### config.mk
export PLATFORM = sky130hd
export DESIGN_NAME = shuffled_lehmer_rng
export DESIGN_NICKNAME = d
export VERILOG_FILES = /design/src/slrng_pkg.sv /design/src/slrng_mulmod.sv /design/src/slrng_table.sv /design/src/shuffled_lehmer_rng.sv
export SDC_FILE = /design/constraint.sdc
export NUM_CORES = 2
export LEC_CHECK = 0
export BUFFER_PORTS_ARGS = -buffer_cell sky130_fd_sc_hd__buf_2
export CAP_MARGIN = 20
export CELL_PAD_IN_SITES_DETAIL_PLACEMENT = 0
export CELL_PAD_IN_SITES_GLOBAL_PLACEMENT = 1
export CORE_MARGIN = 8
export CORE_UTILIZATION = 55
export CTS_CLUSTER_SIZE = 14
export DETAILED_ROUTE_END_ITERATION = 10
export PLACE_DENSITY = 0.81
export SLEW_MARGIN = 20
export SYNTH_ARGS = -nofsm -noshare
export SYNTH_HDL_FRONTEND = slang
export SYNTH_SLANG_ARGS = --single-unit
### constraint.sdc
create_clock -name clock -period 8.3 [get_ports clock]
set_clock_uncertainty 0.2 [all_clocks]
set_input_delay 0.415 -clock clock [delete_from_list [all_inputs] [get_ports clock]]
set_output_delay 0.415 -clock clock [all_outputs]
set_load 0.1 [all_outputs]
### src/slrng_pkg.sv
// Shared constants and types of the shuffled Lehmer random number generator.
package slrng_pkg;

   localparam int TABLE_SIZE_DEF = 32;

   localparam logic [14:0] LEH_MUL = 15'd16807;
   localparam logic [30:0] LEH_MOD = 31'h7FFF_FFFF;

   localparam logic REQ_DRAW = 1'b0;
   localparam logic REQ_LOAD = 1'b1;

   typedef enum logic [2:0] {
      FSM_IDLE,
      FSM_INIT_MUL,
      FSM_INIT_RED,
      FSM_DRAW_MUL,
      FSM_DRAW_RED,
      FSM_DIV,
      FSM_READ,
      FSM_WRITE
   } fsm_type;

endpackage

### src/slrng_mulmod.sv
// Shared Lehmer step unit: registered product by 16807, then reduction modulo 2^31-1.
module slrng_mulmod (
   input  logic        clock,
   input  logic        start,
   input  logic [30:0] operand,
   output logic [30:0] result
);

   logic [45:0] prod_ff;
   logic [45:0] prod_in;
   logic [31:0] fold;

   assign prod_in = 46'(slrng_pkg::LEH_MUL) * 46'(operand);

   always_ff @(posedge clock) begin
      if (start) begin
         prod_ff <= prod_in;
      end
   end

   // The high part weighs 2^31, which is congruent to 1, so it folds onto the low part.
   assign fold = {1'b0, prod_ff[30:0]} + {17'd0, prod_ff[45:31]};

   always_comb begin
      if (fold >= {1'b0, slrng_pkg::LEH_MOD}) begin
         result = 31'(fold - {1'b0, slrng_pkg::LEH_MOD});
      end else begin
         result = fold[30:0];
      end
   end

endmodule

### src/slrng_table.sv
// Shuffle table memory with one write port and one registered read port.
module slrng_table #(
   parameter int DEPTH = slrng_pkg::TABLE_SIZE_DEF
) (
   input  logic                     clock,
   input  logic                     wr_en,
   input  logic [$clog2(DEPTH)-1:0] wr_addr,
   input  logic [30:0]              wr_data,
   input  logic                     rd_en,
   input  logic [$clog2(DEPTH)-1:0] rd_addr,
   output logic [30:0]              rd_data
);

   logic [30:0] mem_ff [DEPTH];
   logic [30:0] rd_data_ff;

   always_ff @(posedge clock) begin
      if (wr_en) begin
         mem_ff[wr_addr] <= wr_data;
      end
      if (rd_en) begin
         rd_data_ff <= mem_ff[rd_addr];
      end
   end

   assign rd_data = rd_data_ff;

endmodule

### src/shuffled_lehmer_rng.sv
// Top level of the shuffled Lehmer random number generator with its sequencer.
//
// Minimal-standard Lehmer generator (16807 * s mod 2^31-1) behind a Bays-Durham shuffle
// table of TABLE_SIZE entries. A load beat (req_type = 1) stores the signed seed; it gives
// no response. A draw beat gives one response beat and passes through the accepting state,
// the multiply and the reduce step in the shared unit, the reciprocal multiplication that
// forms the table index, then a read and a write of the table memory. When the state is
// not positive or the last pick is zero, the draw first rebuilds the table, stepping the
// generator and filling the entries from the top down. The input side is ready only
// between items; a finished result waits in the output register while the next beat is
// taken, and the table write of the next draw waits for as long as that result is still
// held.
module shuffled_lehmer_rng #(
   parameter int TABLE_SIZE = slrng_pkg::TABLE_SIZE_DEF
) (
   input  logic               clock,
   input  logic               reset,
   input  logic               req_valid,
   output logic               req_ready,
   input  logic               req_type,
   input  logic signed [31:0] req_seed_value,
   output logic               rsp_valid,
   input  logic               rsp_ready,
   output logic [30:0]        rsp_random_value
);

   localparam int AW = $clog2(TABLE_SIZE);
   localparam int CW = $clog2(TABLE_SIZE + 8);
   localparam int QW = $clog2(TABLE_SIZE) + 1;
   localparam logic [30:0] NDIV = 31'(1 + (64'h7FFF_FFFE / TABLE_SIZE));
   localparam int RSH = 31 + $clog2(NDIV);
   localparam logic [63:0] RECIP_FULL = ((64'd1 << RSH) + 64'(NDIV) - 64'd1) / 64'(NDIV);
   localparam logic [31:0] RECIP_M = RECIP_FULL[31:0];

   slrng_pkg::fsm_type fsm_ff, fsm_in;

   logic [31:0]    state_ff, state_in;
   logic [30:0]    pick_ff, pick_in;
   logic [CW-1:0]  cnt_ff, cnt_in;
   logic [QW-1:0]  quo_ff, quo_in;
   logic           rsp_valid_ff, rsp_valid_in;
   logic [30:0]    rsp_value_ff, rsp_value_in;

   logic           mul_start;
   logic [30:0]    mul_result;
   logic           wr_en;
   logic [AW-1:0]  wr_addr;
   logic [30:0]    wr_data;
   logic           rd_en;
   logic [30:0]    rd_data;
   logic [AW-1:0]  tbl_index;
   logic           need_init;
   logic [31:0]    neg_state;
   logic [31:0]    init_state;
   logic [63:0]    recip_prod;

   slrng_mulmod u_mulmod (
      .clock   (clock),
      .start   (mul_start),
      .operand (state_ff[30:0]),
      .result  (mul_result)
   );

   slrng_table #(
      .DEPTH (TABLE_SIZE)
   ) u_table (
      .clock   (clock),
      .wr_en   (wr_en),
      .wr_addr (wr_addr),
      .wr_data (wr_data),
      .rd_en   (rd_en),
      .rd_addr (tbl_index),
      .rd_data (rd_data)
   );

   assign need_init  = (state_ff == 32'd0) || state_ff[31] || (pick_ff == 31'd0);
   assign neg_state  = 32'd0 - state_ff;
   assign init_state = ((neg_state == 32'd0) || neg_state[31]) ? 32'd1 : neg_state;
   // The rounded-up reciprocal of the index divisor gives the exact quotient for any pick.
   assign recip_prod = 64'(pick_ff) * 64'(RECIP_M);
   assign tbl_index  = (quo_ff >= QW'(TABLE_SIZE)) ? AW'(TABLE_SIZE - 1) : quo_ff[AW-1:0];

   always_ff @(posedge clock) begin
      if (reset) begin
         fsm_ff       <= slrng_pkg::FSM_IDLE;
         state_ff     <= 32'd0;
         pick_ff      <= 31'd0;
         rsp_valid_ff <= 1'b0;
      end else begin
         fsm_ff       <= fsm_in;
         state_ff     <= state_in;
         pick_ff      <= pick_in;
         rsp_valid_ff <= rsp_valid_in;
      end
      cnt_ff       <= cnt_in;
      quo_ff       <= quo_in;
      rsp_value_ff <= rsp_value_in;
   end

   always_comb begin
      fsm_in       = fsm_ff;
      state_in     = state_ff;
      pick_in      = pick_ff;
      cnt_in       = cnt_ff;
      quo_in       = quo_ff;
      rsp_valid_in = rsp_valid_ff && !rsp_ready;
      rsp_value_in = rsp_value_ff;
      mul_start    = 1'b0;
      wr_en        = 1'b0;
      wr_addr      = tbl_index;
      wr_data      = state_ff[30:0];
      rd_en        = 1'b0;
      unique case (fsm_ff)
         slrng_pkg::FSM_IDLE: begin
            if (req_valid) begin
               if (req_type == slrng_pkg::REQ_LOAD) begin
                  state_in = $unsigned(req_seed_value);
               end else if (need_init) begin
                  state_in = init_state;
                  cnt_in   = CW'(TABLE_SIZE + 7);
                  fsm_in   = slrng_pkg::FSM_INIT_MUL;
               end else begin
                  fsm_in = slrng_pkg::FSM_DRAW_MUL;
               end
            end
         end
         slrng_pkg::FSM_INIT_MUL: begin
            mul_start = 1'b1;
            fsm_in    = slrng_pkg::FSM_INIT_RED;
         end
         slrng_pkg::FSM_INIT_RED: begin
            state_in = {1'b0, mul_result};
            // The last steps fill the table from the top entry down to entry 0.
            if (cnt_ff < CW'(TABLE_SIZE)) begin
               wr_en   = 1'b1;
               wr_addr = cnt_ff[AW-1:0];
               wr_data = mul_result;
            end
            if (cnt_ff == '0) begin
               pick_in = mul_result;
               fsm_in  = slrng_pkg::FSM_DRAW_MUL;
            end else begin
               cnt_in = cnt_ff - 1'b1;
               fsm_in = slrng_pkg::FSM_INIT_MUL;
            end
         end
         slrng_pkg::FSM_DRAW_MUL: begin
            mul_start = 1'b1;
            fsm_in    = slrng_pkg::FSM_DRAW_RED;
         end
         slrng_pkg::FSM_DRAW_RED: begin
            state_in = {1'b0, mul_result};
            fsm_in   = slrng_pkg::FSM_DIV;
         end
         slrng_pkg::FSM_DIV: begin
            quo_in = recip_prod[RSH +: QW];
            fsm_in = slrng_pkg::FSM_READ;
         end
         slrng_pkg::FSM_READ: begin
            rd_en  = 1'b1;
            fsm_in = slrng_pkg::FSM_WRITE;
         end
         slrng_pkg::FSM_WRITE: begin
            if (!rsp_valid_ff || rsp_ready) begin
               wr_en        = 1'b1;
               pick_in      = rd_data;
               rsp_valid_in = 1'b1;
               rsp_value_in = rd_data;
               fsm_in       = slrng_pkg::FSM_IDLE;
            end
         end
      endcase
   end

   assign req_ready        = (fsm_ff == slrng_pkg::FSM_IDLE);
   assign rsp_valid        = rsp_valid_ff;
   assign rsp_random_value = rsp_value_ff;

`ifndef SYNTHESIS
   a_draw_starts: assert property (@(posedge clock) disable iff (reset)
      (req_valid && req_ready && req_type == slrng_pkg::REQ_DRAW) |=>
      (fsm_ff == slrng_pkg::FSM_INIT_MUL || fsm_ff == slrng_pkg::FSM_DRAW_MUL))
      else $error("draw beat did not start a generator step");

   a_load_stores: assert property (@(posedge clock) disable iff (reset)
      (req_valid && req_ready && req_type == slrng_pkg::REQ_LOAD) |=>
      (fsm_ff == slrng_pkg::FSM_IDLE && state_ff == $past($unsigned(req_seed_value))))
      else $error("load beat did not store the seed");

   a_state_reduced: assert property (@(posedge clock) disable iff (reset)
      (fsm_ff == slrng_pkg::FSM_DIV) |-> !state_ff[31])
      else $error("generator state not reduced before the index divide");

   a_rsp_from_write: assert property (@(posedge clock) disable iff (reset)
      $rose(rsp_valid_ff) |-> ($past(fsm_ff) == slrng_pkg::FSM_WRITE))
      else $error("response raised outside the table write");
`endif

endmodule
==> results_dict.tcl <==
set metrics [dict create \
    multi_input_area_um2 19630 \
    cp_slowest_cell "a211oi_1" \
    slew_viol_final 0 \
    final_nets 3914 \
    vias_per_cell 6.533 \
    ys_seq_elements 1178 \
    setup_tns_ns 0 \
    synthToLayoutAreaGrowth_pct 11.89 \
    postRouteAntennaNets 0 \
    ff_latch_area_um2 34700 \
    p_per_area_nw_per_um2 239.7 \
    path_class "flop to flop" \
    hold_class "input pin to flop" \
    yosysWarnings 0 \
    synthCells 3344 \
    cp-start-kind "flop" \
    grt_max_degree 136 \
    path_common_cell "inv_1" \
    ctsResizeCount 0 \
    std_cell_rows 116 \
    wl_per_cell_um 31.52 \
    relSlewSlack_pct 17.25 \
    synth_area_leader_cell "edfxtp_1" \
    ctsHoldBuffers 25 \
    grt_pass1_wl_um 224200 \
    dieHeight_um 333.7 \
    slowest_delay_ns 0.59 \
    grt_usage_pct 27.53 \
    gp_congestion 0.9412 \
    cts-root-buf "clkbuf_16" \
    syn-num-nets 3749 \
    place_area_um2 58080 \
    synth.most_common_cell "edfxtp_1" \
    ios 70 \
    cts_buffers 113 \
    fin_area_um2 62130 \
    layout-drive-gt1-share_pct 21.11 \
    cts_setup_buffers 0 \
    setup_violations 0 \
    grt_pass1_vias 32430 \
    floorplan.initialDensity_pct 55.44 \
    clockBufferDepth 3 \
    synth_top_area_share_pct 60.09 \
    hold_violations 0 \
    clock_sinks 1178 \
    antenna_found_initial 7 \
    worstPathArrival_ns 7.60 \
    yosysSeqAreaShare_pct 62.50 \
    die_x_um 333.7 \
    cts-htree-levels 3 \
    synth_ff_type "edfxtp_1" \
    endpoint_kind "flop" \
    avgSynthCellArea_um2 16.60 \
    vdd_drop_max_v 0.0001958 \
    path_cells "inv_1, fa_1, inv_1, ha_1, inv_1, fa_1, inv_1, fa_1, fa_1, inv_1, fa_1, inv_1, ha_1, a211o_1, a21oi_1, o2111ai_1, a31oi_1, o31ai_1, a211oi_1, o21ai_0, o2111ai_1, o21a_1, o21ai_0, xor2_1" \
    synth_area_leaders "edfxtp_1 60%, mux4_2 13%, ha_1 5.3%" \
    period_share_pct 88.72 \
    synth_edf_count 1111 \
    rsz0062_at_grt "false" \
    vias 32030 \
    core_area_um2 100100 \
    hpwl_um 95490 \
    n_fill_cell 7061 \
    clock_latency_ns 0.70 \
    status "complete, no violations" \
    cts_tree "done" \
    clock.fmax_mhz 135.8 \
    path_max_fanout 9 \
    clk_pin_slew_ns 0.07 \
    drc 0 \
    leakagePower_nw 22.25 \
    worstMarginPinSlew_ns 1.230 \
    drt_iter0_drc 4011 \
    maxCapViolCount 0 \
    post-route-min-period_ns 7.364 \
    io_buffers 69 \
    firstDrtPassIters 6 \
    synthDistinctLibCells 86 \
    totalWireLength_um 154600 \
    cp.required_ns 8.54 \
    gr-total-overflow 0 \
    synthArstFlopShare_pct 0 \
    synth_commonest_cells "1,111 x edfxtp_1, 317 x inv_1, 310 x mux4_2" \
    synth_area_um2 55520 \
    dieArea_um2 111400 \
]
-- where the power goes --
part	internal, mW	switching [mW]	total, mW	leakage, nW
logic	0.999	2.01	3.01	9.72
registers	6.70	0.113	6.82	10.8
clock network	2.81	2.26	5.07	1.75
total	10.5	4.38	14.9	22.3
-- cell families (layout without fill, tap and decap cells) --
| kind of cell | count (synthesis) | after routing | share of synthesized area (%) |
|---|---|---|---|
| compound gates | 415 | 415 | 5.061 |
| xor+xnor | 101 | 101 | 1.593 |
| fa+ha+maj | 368 | 368 | 10.10 |
| buf+inv | 457 | 713 | 3.144 |
| flops | 1178 | 1178 | 62.50 |
| mux | 345 | 345 | 13.28 |
| other cells | 0 | 5 | 0 |
| simple gates | 480 | 480 | 4.318 |
-- flip-flops by register name (all words and copies together), names as in the netlist --
register	flops
state_ff	32
rsp_random_value	31
fsm_ff	3
u_table.mem_ff	992
u_mulmod.prod_ff	46
pick_ff	31
u_table.rd_data	31
rsp_valid	1
quo_ff	5
cnt_ff	6
-- per-stage QoR --
stage / instances / power, mW / hold WS (ns) / util, % / setup WS [ns]
2_1_floorplan: 3344 / 8.830 / 0.2180 / - / 1.867
3_3_place_gp: 4658 / 9.802 / 0.2340 / 58.00 / 1.173
3_5_place_dp: 4658 / 9.827 / 0.2422 / 58.00 / 1.050
4_1_cts: 4889 / 14.88 / 0.01744 / 61.83 / 1.040
5_1_grt: 4898 / 15.47 / 0.07554 / 62.02 / 0.6848
6_report: 4903 / 14.89 / 0.09796 / 62.04 / 0.9362
-- per-layer routing --
layer,part of all wire (%),track usage (%),up-vias
met1,39,38.10,16530
met3,9.6,4.517,304
met4,3.9,10.35,0
met2,47,44.33,1884
met5,0,0,-
li1,-,-,13320
-- critical path, delay by kind of cell, from the launching register on --
family          cells  cell delay, ns
flops               1            0.56
buf+inv             6            0.50
fa+ha+maj           7            3.10
xor+xnor            1            0.17
compound gates     10            2.56
-- final timing paths --
check | start | endpoint | slack, ns | cells after the start
worst max-delay path | state_ff[16] | u_mulmod.prod_ff[41] | 0.94 | 24
worst min-delay path | req_seed_value[28] | state_ff[28] | 0.1 | 5
worst max register to register | state_ff[16] | u_mulmod.prod_ff[41] | 0.94 | 24
worst min register to register | u_table.rd_data[17] | rsp_random_value[17] | 0.26 | 0
-- placed cells by master, fill, tap and decap left out, types with 10 or more instances in the layout --
cell type,n
a211oi_1,21
a21o_1,28
a21oi_1,93
a221oi_1,21
a22oi_1,12
a31oi_1,14
and2_1,13
and3_1,13
buf_2,69
buf_4,83
clkbuf_1,19
clkbuf_16,116
clkinv_1,23
clkinv_2,25
dfxtp_1,67
dlygate4sd3_1,25
edfxtp_1,1111
fa_1,134
ha_1,234
inv_1,316
mux2_2,31
mux4_2,310
nand2_1,137
nand2b_1,12
nand3_1,57
nand4_1,22
nor2_1,90
nor2_4,33
nor3_1,29
nor4_1,14
o21a_1,11
o21ai_0,59
o21ai_4,11
o221ai_1,10
o31ai_1,23
xnor2_1,73
xor2_1,28
-- cell type report --
type	count	area share, %
inverter	319	1.927
tap	1298	2.614
antenna	5	0.02014
sequential	1178	55.86
clock inverter	71	0.9909
clock buffer	135	4.787
multi-input combinational	1709	31.60
timing repair buffer	188	2.201
No activity file was read; power rests on OpenSTA's default activity.
